<file path="src/lil_pkg.sv">
// Shared types and constants for the learned index lookup block.
package lil_pkg;

    localparam int TABLE_DEPTH_DEF = 4096;
    localparam int MODEL_DEPTH_DEF = 256;

    localparam int KEY_BITS      = 32;
    localparam int VALUE_BITS    = 32;
    localparam int FRAC_BITS     = 32;
    localparam int COEF_BITS     = 64;
    localparam int HALF_BITS     = COEF_BITS / 2;
    localparam int SLOT_BITS     = 12;
    localparam int POS_BITS      = 12;
    localparam int PROBE_BITS    = 13;
    localparam int CMD_BITS      = 2;
    localparam int CFG_IDX_BITS  = 2;
    localparam int CFG_DATA_BITS = 13;
    localparam int TCOUNT_BITS   = 13;
    localparam int MCOUNT_BITS   = 9;
    localparam int STEP_BITS     = 13;

    localparam logic [CMD_BITS-1:0] CMD_WRITE_ENTRY = 2'd0;
    localparam logic [CMD_BITS-1:0] CMD_WRITE_MODEL = 2'd1;
    localparam logic [CMD_BITS-1:0] CMD_LOOKUP      = 2'd2;

    localparam logic [CFG_IDX_BITS-1:0] CFG_TABLE_COUNT = 2'd0;
    localparam logic [CFG_IDX_BITS-1:0] CFG_MODEL_COUNT = 2'd1;
    localparam logic [CFG_IDX_BITS-1:0] CFG_SEARCH_STEP = 2'd2;

    localparam logic [TCOUNT_BITS-1:0] TCOUNT_RESET = 13'd0;
    localparam logic [MCOUNT_BITS-1:0] MCOUNT_RESET = 9'd1;
    localparam logic [STEP_BITS-1:0]   STEP_RESET   = 13'd14;

    typedef struct packed {
        logic [CMD_BITS-1:0]          cmd;
        logic [SLOT_BITS-1:0]         slot;
        logic [KEY_BITS-1:0]          key;
        logic [VALUE_BITS-1:0]        entry_value;
        logic signed [COEF_BITS-1:0]  slope;
        logic signed [COEF_BITS-1:0]  intercept;
    } in_item_t;

    typedef struct packed {
        logic                   found;
        logic [POS_BITS-1:0]    position;
        logic [VALUE_BITS-1:0]  result_value;
        logic [PROBE_BITS-1:0]  probes;
    } out_item_t;

    typedef struct packed {
        logic signed [COEF_BITS-1:0] slope;
        logic signed [COEF_BITS-1:0] intercept;
        logic [KEY_BITS-1:0]         key;
    } eval_req_t;

endpackage

</file>
<file path="src/lil_ctrl.sv">
// Command decode, configuration registers, lookup sequencer and result register.
module lil_ctrl #(
    parameter int TABLE_DEPTH = lil_pkg::TABLE_DEPTH_DEF,
    parameter int MODEL_DEPTH = lil_pkg::MODEL_DEPTH_DEF,
    localparam int TW    = $clog2(TABLE_DEPTH),
    localparam int MW    = (MODEL_DEPTH > 1) ? $clog2(MODEL_DEPTH) : 1,
    localparam int LW    = (TW > MW) ? TW : MW,
    localparam int TBL_W = lil_pkg::KEY_BITS + lil_pkg::VALUE_BITS,
    localparam int MDL_W = 2 * lil_pkg::COEF_BITS
) (
    input  logic                               aclk,
    input  logic                               aresetn,
    input  logic                               s_valid,
    output logic                               s_ready,
    input  lil_pkg::in_item_t                  s_data,
    output logic                               m_valid,
    input  logic                               m_ready,
    output lil_pkg::out_item_t                 m_data,
    input  logic                               cfg_valid,
    output logic                               cfg_ready,
    input  logic [lil_pkg::CFG_IDX_BITS-1:0]   cfg_index,
    input  logic [lil_pkg::CFG_DATA_BITS-1:0]  cfg_data,
    output logic                               tbl_we,
    output logic [TW-1:0]                      tbl_waddr,
    output logic [TBL_W-1:0]                   tbl_wdata,
    output logic [TW-1:0]                      tbl_raddr,
    input  logic [TBL_W-1:0]                   tbl_rdata,
    output logic                               mdl_we,
    output logic [MW-1:0]                      mdl_waddr,
    output logic [MDL_W-1:0]                   mdl_wdata,
    output logic [MW-1:0]                      mdl_raddr,
    input  logic [MDL_W-1:0]                   mdl_rdata,
    output logic                               ev_start,
    output lil_pkg::eval_req_t                 ev_req,
    output logic [LW-1:0]                      ev_limit,
    input  logic                               ev_done,
    input  logic [LW-1:0]                      ev_result
);

    import lil_pkg::*;

    localparam int NW = (TW + 1 > TCOUNT_BITS) ? TW + 1 : TCOUNT_BITS;
    localparam int FW = (MW + 1 > MCOUNT_BITS) ? MW + 1 : MCOUNT_BITS;
    localparam int CW = ((TW > STEP_BITS) ? TW : STEP_BITS) + 1;

    typedef enum logic [3:0] {
        ST_IDLE,
        ST_MODEL_RD,
        ST_MODEL_GO,
        ST_MODEL_WAIT,
        ST_GL_RD,
        ST_GL_CMP,
        ST_GR_RD,
        ST_GR_CMP,
        ST_BS_RD,
        ST_BS_CMP,
        ST_FIN,
        ST_EMPTY
    } state_t;

    state_t                  state_reg;
    logic [TCOUNT_BITS-1:0]  table_count_reg;
    logic [MCOUNT_BITS-1:0]  model_count_reg;
    logic [STEP_BITS-1:0]    search_step_reg;
    logic [KEY_BITS-1:0]     key_reg;
    logic [TW-1:0]           nm1_reg;
    logic [MW-1:0]           fanm1_reg;
    logic [STEP_BITS-1:0]    step_reg;
    logic                    stage_reg;
    logic [MW-1:0]           maddr_reg;
    logic [TW-1:0]           left_reg;
    logic [TW-1:0]           right_reg;
    logic [TW-1:0]           mid_reg;
    logic [PROBE_BITS-1:0]   probes_reg;
    logic                    m_valid_reg;
    out_item_t               out_reg;

    logic                    accept;
    logic [NW-1:0]           n_ext;
    logic [NW-1:0]           n_sat;
    logic [FW-1:0]           f_ext;
    logic [FW-1:0]           f_sat;
    logic [TW-1:0]           nm1;
    logic [MW-1:0]           fanm1;
    logic [STEP_BITS-1:0]    step_eff;
    logic [CW-1:0]           step_ext;
    logic [CW-1:0]           left_ext;
    logic [TW-1:0]           left_dec;
    logic [TW-1:0]           gap;
    logic [TW-1:0]           right_inc;
    logic [TW-1:0]           mid;
    logic [PROBE_BITS-1:0]   probes_inc;
    logic [KEY_BITS-1:0]     kd;
    logic [VALUE_BITS-1:0]   vd;
    logic                    out_free;

    assign accept    = s_valid && s_ready;
    assign s_ready   = (state_reg == ST_IDLE);
    assign cfg_ready = 1'b1;

    // saturated counts, captured when a lookup is taken
    assign n_ext = NW'(table_count_reg);
    assign n_sat = (n_ext > NW'(TABLE_DEPTH)) ? NW'(TABLE_DEPTH) : n_ext;
    assign nm1   = TW'(n_sat - NW'(1));
    assign f_ext = (model_count_reg == '0) ? FW'(1) : FW'(model_count_reg);
    assign f_sat = (f_ext > FW'(MODEL_DEPTH)) ? FW'(MODEL_DEPTH) : f_ext;
    assign fanm1 = MW'(f_sat - FW'(1));
    assign step_eff = (search_step_reg == '0) ? STEP_BITS'(1) : search_step_reg;

    assign step_ext   = CW'(step_reg);
    assign left_ext   = CW'(left_reg);
    assign left_dec   = (left_ext > step_ext) ? TW'(left_ext - step_ext) : '0;
    assign gap        = nm1_reg - right_reg;
    assign right_inc  = (CW'(gap) > step_ext) ? right_reg + TW'(step_reg) : nm1_reg;
    assign mid        = left_reg + ((right_reg - left_reg) >> 1);
    assign probes_inc = (probes_reg == '1) ? probes_reg : probes_reg + PROBE_BITS'(1);

    assign kd       = tbl_rdata[KEY_BITS-1:0];
    assign vd       = tbl_rdata[TBL_W-1:KEY_BITS];
    assign out_free = !m_valid_reg || m_ready;

    // writes land in the cycle of the transaction
    assign tbl_we    = accept && (s_data.cmd == CMD_WRITE_ENTRY)
                     && (int'(s_data.slot) < TABLE_DEPTH);
    assign tbl_waddr = TW'(s_data.slot);
    assign tbl_wdata = {s_data.entry_value, s_data.key};
    assign mdl_we    = accept && (s_data.cmd == CMD_WRITE_MODEL)
                     && (int'(s_data.slot) < MODEL_DEPTH);
    assign mdl_waddr = MW'(s_data.slot);
    assign mdl_wdata = {s_data.slope, s_data.intercept};
    assign mdl_raddr = maddr_reg;

    always_comb begin
        case (state_reg)
            ST_GR_RD: tbl_raddr = right_reg;
            ST_BS_RD: tbl_raddr = (left_reg < right_reg) ? mid : left_reg;
            default:  tbl_raddr = left_reg;
        endcase
    end

    assign ev_start         = (state_reg == ST_MODEL_GO);
    assign ev_req.slope     = mdl_rdata[MDL_W-1:COEF_BITS];
    assign ev_req.intercept = mdl_rdata[COEF_BITS-1:0];
    assign ev_req.key       = key_reg;
    assign ev_limit         = stage_reg ? LW'(nm1_reg) : LW'(fanm1_reg);

    always_ff @(posedge aclk) begin
        if (!aresetn) begin
            state_reg       <= ST_IDLE;
            m_valid_reg     <= 1'b0;
            table_count_reg <= TCOUNT_RESET;
            model_count_reg <= MCOUNT_RESET;
            search_step_reg <= STEP_RESET;
        end else begin
            if (cfg_valid && cfg_ready) begin
                unique case (cfg_index)
                    CFG_TABLE_COUNT: table_count_reg <= cfg_data[TCOUNT_BITS-1:0];
                    CFG_MODEL_COUNT: model_count_reg <= cfg_data[MCOUNT_BITS-1:0];
                    CFG_SEARCH_STEP: search_step_reg <= cfg_data[STEP_BITS-1:0];
                    default: ;
                endcase
            end

            if (m_valid_reg && m_ready) begin
                m_valid_reg <= 1'b0;
            end

            unique case (state_reg)
                ST_IDLE: begin
                    if (accept && (s_data.cmd == CMD_LOOKUP)) begin
                        key_reg    <= s_data.key;
                        nm1_reg    <= nm1;
                        fanm1_reg  <= fanm1;
                        step_reg   <= step_eff;
                        probes_reg <= '0;
                        stage_reg  <= 1'b0;
                        maddr_reg  <= '0;
                        state_reg  <= (table_count_reg == '0) ? ST_EMPTY : ST_MODEL_RD;
                    end
                end
                ST_MODEL_RD: state_reg <= ST_MODEL_GO;
                ST_MODEL_GO: state_reg <= ST_MODEL_WAIT;
                ST_MODEL_WAIT: begin
                    if (ev_done) begin
                        if (!stage_reg) begin
                            maddr_reg <= MW'(ev_result);
                            stage_reg <= 1'b1;
                            state_reg <= ST_MODEL_RD;
                        end else begin
                            left_reg  <= TW'(ev_result);
                            right_reg <= TW'(ev_result);
                            state_reg <= ST_GL_RD;
                        end
                    end
                end
                ST_GL_RD: state_reg <= (left_reg == '0) ? ST_GR_RD : ST_GL_CMP;
                ST_GL_CMP: begin
                    if (kd > key_reg) begin
                        left_reg   <= left_dec;
                        probes_reg <= probes_inc;
                        state_reg  <= ST_GL_RD;
                    end else begin
                        state_reg <= ST_GR_RD;
                    end
                end
                ST_GR_RD: state_reg <= (right_reg < nm1_reg) ? ST_GR_CMP : ST_BS_RD;
                ST_GR_CMP: begin
                    if (kd < key_reg) begin
                        right_reg  <= right_inc;
                        probes_reg <= probes_inc;
                        state_reg  <= ST_GR_RD;
                    end else begin
                        state_reg <= ST_BS_RD;
                    end
                end
                ST_BS_RD: begin
                    if (left_reg < right_reg) begin
                        mid_reg    <= mid;
                        probes_reg <= probes_inc;
                        state_reg  <= ST_BS_CMP;
                    end else begin
                        state_reg <= ST_FIN;
                    end
                end
                ST_BS_CMP: begin
                    if (kd < key_reg) begin
                        left_reg <= mid_reg + TW'(1);
                    end else begin
                        right_reg <= mid_reg;
                    end
                    state_reg <= ST_BS_RD;
                end
                ST_FIN: begin
                    if (out_free) begin
                        m_valid_reg          <= 1'b1;
                        out_reg.found        <= (kd == key_reg);
                        out_reg.position     <= POS_BITS'(left_reg);
                        out_reg.result_value <= (kd == key_reg) ? vd : '0;
                        out_reg.probes       <= probes_reg;
                        state_reg            <= ST_IDLE;
                    end
                end
                ST_EMPTY: begin
                    if (out_free) begin
                        m_valid_reg <= 1'b1;
                        out_reg     <= '0;
                        state_reg   <= ST_IDLE;
                    end
                end
                default: state_reg <= ST_IDLE;
            endcase
        end
    end

    assign m_valid = m_valid_reg;
    assign m_data  = out_reg;

endmodule

</file>
<file path="config.mk">
export PLATFORM = sky130hd
export DESIGN_NAME = lil_ctrl
export DESIGN_NICKNAME = d
export VERILOG_FILES = /design/src/lil_pkg.sv /design/src/lil_ctrl.sv
export SDC_FILE = /design/constraint.sdc
export NUM_CORES = 1
export LEC_CHECK = 0
export BUFFER_PORTS_ARGS = -buffer_cell sky130_fd_sc_hd__buf_4
export CAP_MARGIN = 20
export CORE_AREA = 10 10 347 349
export DETAILED_ROUTE_END_ITERATION = 10
export DIE_AREA = 0 0 357 359
export PLACE_DENSITY = 0.38
export SLEW_MARGIN = 0
export SYNTH_ARGS = -nofsm -noshare
export SYNTH_HDL_FRONTEND = slang
export SYNTH_SLANG_ARGS = --single-unit
</file>
<file path="constraint.sdc">
create_clock -name aclk -period 8 [get_ports aclk]
set_input_delay 1.6 -clock aclk [delete_from_list [all_inputs] [get_ports aclk]]
set_output_delay 1.6 -clock aclk [all_outputs]
set_load 0.05 [all_outputs]
</file>
Word-level counts from Yosys, hierarchy flattened
Index checks and enable logic that the tools add are counted.
{"block": "word_totals", "regBits": 221, "latchBits": 0, "ram_bits": 0, "rom_bits": 0, "inputBits": 431, "out_inout_bits": 468, "word_cells": 146, "mem_count": 0}
{"block": "classes", "add_sub_neg": 9, "mul": 0, "n_div": 0, "n_lt_le_gt_ge": 9, "eq_ne": 29, "n_shift": 0, "muxes": 47, "bitwise_logic": 0, "n_reduce_logical": 33}
{"cell": "$mux W12", "n": 11}
{"cell": "$mux W58", "n": 2}
{"cell": "$pmux W58 S2", "n": 1}
{"cell": "$pmux W12 S3", "n": 2}
{"cell": "$mux W13", "n": 5}
{"cell": "$pmux W13 S4", "n": 1}
{"cell": "$pmux W4 S11", "n": 1}
{"cell": "$sub A12 B12 Y12", "n": 3}
{"cell": "$eq A32 B32 Y1", "n": 1}
{"cell": "$gt A32 B32 Y1", "n": 1}
{"cell": "$lt A32 B32 Y1", "n": 1}
{"cell": "$mux W32", "n": 1}
{"cell": "$mux W8", "n": 4}
{"cell": "$gt A12 B13 Y1", "n": 2}
{"cell": "$logic_not A13 Y1", "n": 2}
{"cell": "$lt A12 B12 Y1", "n": 2}
{"cell": "$mux W4", "n": 6}
{"cell": "$pmux W12 S2", "n": 1}
{"cell": "$ne A2 B2 Y1 const B", "n": 10}
{"cell": "$reduce_and A6 Y1", "n": 3}
{"cell": "$eq A4 B3 Y1 const B", "n": 4}
{"cell": "$eq A4 B4 Y1 const B", "n": 4}
{"cell": "$pmux W8 S2", "n": 1}
{"cell": "$add A13 B1 Y13 const B", "n": 1}
{"cell": "34 further kinds", "n": 57}

Longest topological paths before layout
{"block": "depth", "word_depth": 5, "depth_mapped": 19, "depth_no_buf": 18}

Least setup slack after synthesis
Ideal clock, no wire load.
{"block": "synth_timing", "path_type": "input to register", "start": "in tbl_rdata[25]", "end": "reg right_reg[0] (enable)", "setup_ps": 448, "arrival_time_ps": 4923, "t_required_ps": 7552, "setup_slack_ps": 2629, "cell_stages": 8, "path_buffers": 0, "cell_sequence": "ha_1 -> a21o_1 -> a221o_1 -> a221oi_1 -> o21ai_1 -> nor2_2 -> nor2_1 -> a2111oi_0"}
{"block": "synth_via", "elab_chain_len": 3, "word_cells_on_any_way": 4, "classes_between": "1 x order compare; 2 x eq/ne; 1 x reduce/logical"}
{"element": "start: declaration", "line": "lil_ctrl.sv:27", "source": "input logic [TBL_W-1:0] tbl_rdata,"}
{"element": "$lt A32 B32 Y1 *", "line": "lil_ctrl.sv:208, lil_ctrl.sv:226"}
{"element": "$ne A2 B2 Y1 (no line)"}
{"element": "$reduce_and A6 Y1 (no line) *"}
{"element": "end signal: assignment", "line": "lil_ctrl.sv:191", "source": "right_reg <= TW'(ev_result);"}
{"element": "end signal: assignment", "line": "lil_ctrl.sv:209", "source": "right_reg <= right_inc;"}
{"element": "end signal: assignment", "line": "lil_ctrl.sv:229", "source": "right_reg <= mid_reg;"}
{"element": "end: declaration", "line": "lil_ctrl.sv:72", "source": "logic [TW-1:0] right_reg;"}
Mark *: on every way between the ends. The rest lies on a longest branch, timed or not.
A chain may end at the register's enable or synchronous reset.

Worst setup path in the final report
{"block": "layout_timing", "start": "reg left_reg[1]", "end": "out tbl_raddr[9]"}
{"block": "layout_via", "elab_chain_len": 4, "word_cells_on_any_way": 5, "classes_between": "2 x add/sub; 1 x order compare; 2 x mux"}
{"element": "start: declaration", "line": "lil_ctrl.sv:71", "source": "logic [TW-1:0] left_reg;"}
{"element": "start signal: assignment", "line": "lil_ctrl.sv:190", "source": "left_reg <= TW'(ev_result);"}
{"element": "start signal: assignment", "line": "lil_ctrl.sv:199", "source": "left_reg <= left_dec;"}
{"element": "start signal: assignment", "line": "lil_ctrl.sv:227", "source": "left_reg <= mid_reg + TW'(1);"}
{"element": "$sub A12 B12 Y12", "line": "lil_ctrl.sv:115", "source": "assign mid = left_reg + ((right_reg - left_reg) >> 1);"}
{"element": "$add A12 B11 Y12 *", "line": "lil_ctrl.sv:115"}
{"element": "named net mid[9]", "line": "lil_ctrl.sv:91", "source": "logic [TW-1:0] mid;"}
{"element": "$mux W12 *", "line": "lil_ctrl.sv:136", "source": "ST_BS_RD: tbl_raddr = (left_reg < right_reg) ? mid : left_reg;"}
{"element": "$pmux W12 S2 *", "line": "lil_ctrl.sv:134", "source": "case (state_reg)"}
{"element": "end: declaration", "line": "lil_ctrl.sv:26", "source": "output logic [TW-1:0] tbl_raddr,"}
Mark *: on every way through the listed nets, which the timed path passes. The rest lies on a longest branch.

==> flow_metrics.env <==
export IMPL_wl_per_cell_um=24.5
export IMPL_synthArstFlopShare_pct=0
export IMPL_critPathMaxFanout=6
export IMPL_clk_pin_slew_ns=0.06
export IMPL_setup_violations=0
export IMPL_syn_area_um2=15900
export IMPL_synthTopCellsByCount="341 x buf_4, 181 x edfxtp_1, 113 x nand2_1"
export IMPL_antenna_found_initial=11
export IMPL_worst_pin_slew_ns=1.17
export IMPL_leakage_nw=7.31
export IMPL_synth_top_cell_area_share_pct=34.2
export IMPL_htree_levels=1
export IMPL_clockBufferDepth=3
export IMPL_gp_congestion=0.854
export IMPL_io_buffer_count=297
export IMPL_hold_buffers=0
export IMPL_cts_buffers=28
export IMPL_overflow=0
export IMPL_crit_type="register to output pin"
export IMPL_ys_warn_count=0
export IMPL_fill_cells=12800
export IMPL_worst_setup_path_end_kind="output pin"
export IMPL_yosys_register_bits=221
export IMPL_first_global_vias=12200
export IMPL_syn_num_nets=2201
export IMPL_fin_crit_sh_pct=78.7
export IMPL_first_pass_iters=5
export IMPL_skew_ns=0.0298
export IMPL_cts_resized=0
export IMPL_clk_root_buffer_cell="clkbuf_16"
export IMPL_vias=11900
export IMPL_syn_to_final_growth_pct=15.5
export IMPL_hold_class="register to register"
export IMPL_rsz0062_at_grt="no"
export IMPL_die_h_um=359
export IMPL_viasPerCell=3.77
export IMPL_antenna_left=0
export IMPL_cap_viol_max_count=0
export IMPL_synth_area_leaders="edfxtp_1 34%, buf_4 16%, ha_1 8.4%, dfxtp_1 5.0%, nand2_1 2.7%"
export IMPL_seq_area_um2=6240
export IMPL_power_total_mw=3.75
export IMPL_crit_path_start_kind="register"
export IMPL_cts_tree="yes"
export IMPL_yosysMostFrequentCell="buf_4"
export IMPL_final_max_slew_violation_count=0
export IMPL_fp_dieW_um=357
export IMPL_cp_required_ns=6.40
export IMPL_drive_above_1_share_pct=23.7
export IMPL_yosysTopAreaCell="edfxtp_1"
export IMPL_worstPathArrival_ns=4.70
export IMPL_synth_flop_cell="edfxtp_1"
export IMPL_fin_setup_tns_ns=0
export IMPL_cts_sinks=221
export IMPL_powerDensity_nw_per_um2=204
export IMPL_fmax_mhz=159
export IMPL_insertion_delay_ns=0.61
export IMPL_grt_pass1_wl_um=104000
export IMPL_wl_um=77100
export IMPL_syn_area_per_cell_um2=9.58
export IMPL_maxSlewHeadroom_pct=21.8
export IMPL_ir_drop_v=0.000154
export IMPL_synth_edf_count=181
export IMPL_synth_cell_types=78
export IMPL_die_area_um2=128000
export IMPL_drc=0
export IMPL_synth_cells=1658
export IMPL_cts_setup_buffers=0
export IMPL_core_area_um2=114000
export IMPL_rows=124
export IMPL_hpwlAfterDp_um=66400
export IMPL_pin_count=899
export IMPL_grt_max_degree=66
export IMPL_initial_utilization_pct=14.0
export IMPL_largest_reg_flops=58
export IMPL_finalHoldViolCount=0
export IMPL_fin_nets=2148
export IMPL_grt_usage_pct=11.4
export IMPL_min_period_ns=6.30
export IMPL_outcome="complete, no violations"
export IMPL_drt_initial_drc_count=708
export IMPL_multiInputGateArea_um2=6560
export IMPL_yosysSeqAreaShare_pct=39.2
==> critical path, stage by stage, from the launching register on <==
cell,delay [ns]
edfxtp_1,0.51
inv_1,0.19
ha_1,0.35
nor2b_1,0.14
o21ai_1,0.19
a21boi_1,0.17
o211ai_1,0.21
nand3_1,0.13
nor2_1,0.15
xnor2_1,0.17
ha_1,0.30
nand2_1,0.10
nand2_1,0.07
a2111oi_0,0.59
nor2_1,0.13
xor2_1,0.22
a22oi_1,0.10
o31ai_1,0.12
buf_4,0.27
==> layout by cell type, fill, tap and decap left out, types with 8 or more instances in the layout <==
master     instances
or3_1             11
o21ai_1           37
o21ai_0           27
a21oi_1           60
nor4_1            14
nand2_1          113
and3_1            18
a31oi_1           17
a211oi_1           8
o21a_1            12
dfxtp_1           40
nand4_1           20
nor2b_1           25
inv_1             96
a21o_1            19
nand3_1           44
ha_1             107
a22oi_1           18
nor3_1            27
mux2_2             8
clkbuf_16         31
a21boi_1          23
nand2b_1          12
edfxtp_1         181
xnor2_1           46
mux2i_1           20
nor2_1            77
and2_1            55
xor2_1            21
buf_4            311
==> per-stage QoR <==
step           hold WS (ns)  instance area, µm²  utilization, %  worst slack [ns]  instances
3_3_place_gp          0.457               17400            15.3              2.46       3085
5_1_grt               0.491               18300            16.2              1.33       3139
6_report              0.471               18400            16.2              1.70       3141
3_5_place_dp          0.459               17400            15.3              2.36       3086
4_1_cts               0.471               18300            16.1              1.71       3138
2_1_floorplan         0.443               15900               -              2.63       1658
==> final cells by class <==
type	instances	share of cell area, %
inverter	96	1.96
sequential	221	34.0
clock buffer	43	4.66
tap	1512	10.3
multi-input combinational	945	35.7
clock inverter	9	0.470
antenna	2	0.0273
timing repair buffer	313	12.9
==> power breakdown <==
part	leakage, nW	switching [mW]	internal [mW]
Combinational	4.80	0.678	0.365
Clock	0.467	0.571	0.747
Sequential	2.04	0.0621	1.33
==> logic make-up after synthesis <==
family          count (synthesis)  share of synthesized area (%)
compound gates                284                           11.9
fa+ha+maj                     112                           9.06
mux                            29                           1.90
flops                         221                           39.2
xor+xnor                       67                           3.69
other cells                     1                         0.0236
buf+inv                       492                           19.7
simple gates                  452                           14.5
==> routing by layer <==
layer  vias up  share of wire, %  global-route usage (%)  routed length [µm]
li1       5367                 -                       -                   -
met1      5633                36                    12.0               27800
met2       663                50                    20.3               38900
met3       172                10                    4.95                7990
met4        20               2.7                    3.30                2120
met5         -              0.37                    1.08                 285
==> path summary, 6_finish.rpt <==
kind | from | to | slack, ns | cells past startpoint
max reg2reg | right_reg[1] | right_reg[7] | 3.13 | 18
min | search_step_reg[9] | step_reg[9] | 0.47 | 0
min reg2reg | search_step_reg[9] | step_reg[9] | 0.47 | 0
max | left_reg[1] | tbl_raddr[9] | 1.70 | 18
(Power assumes the default switching activity.)
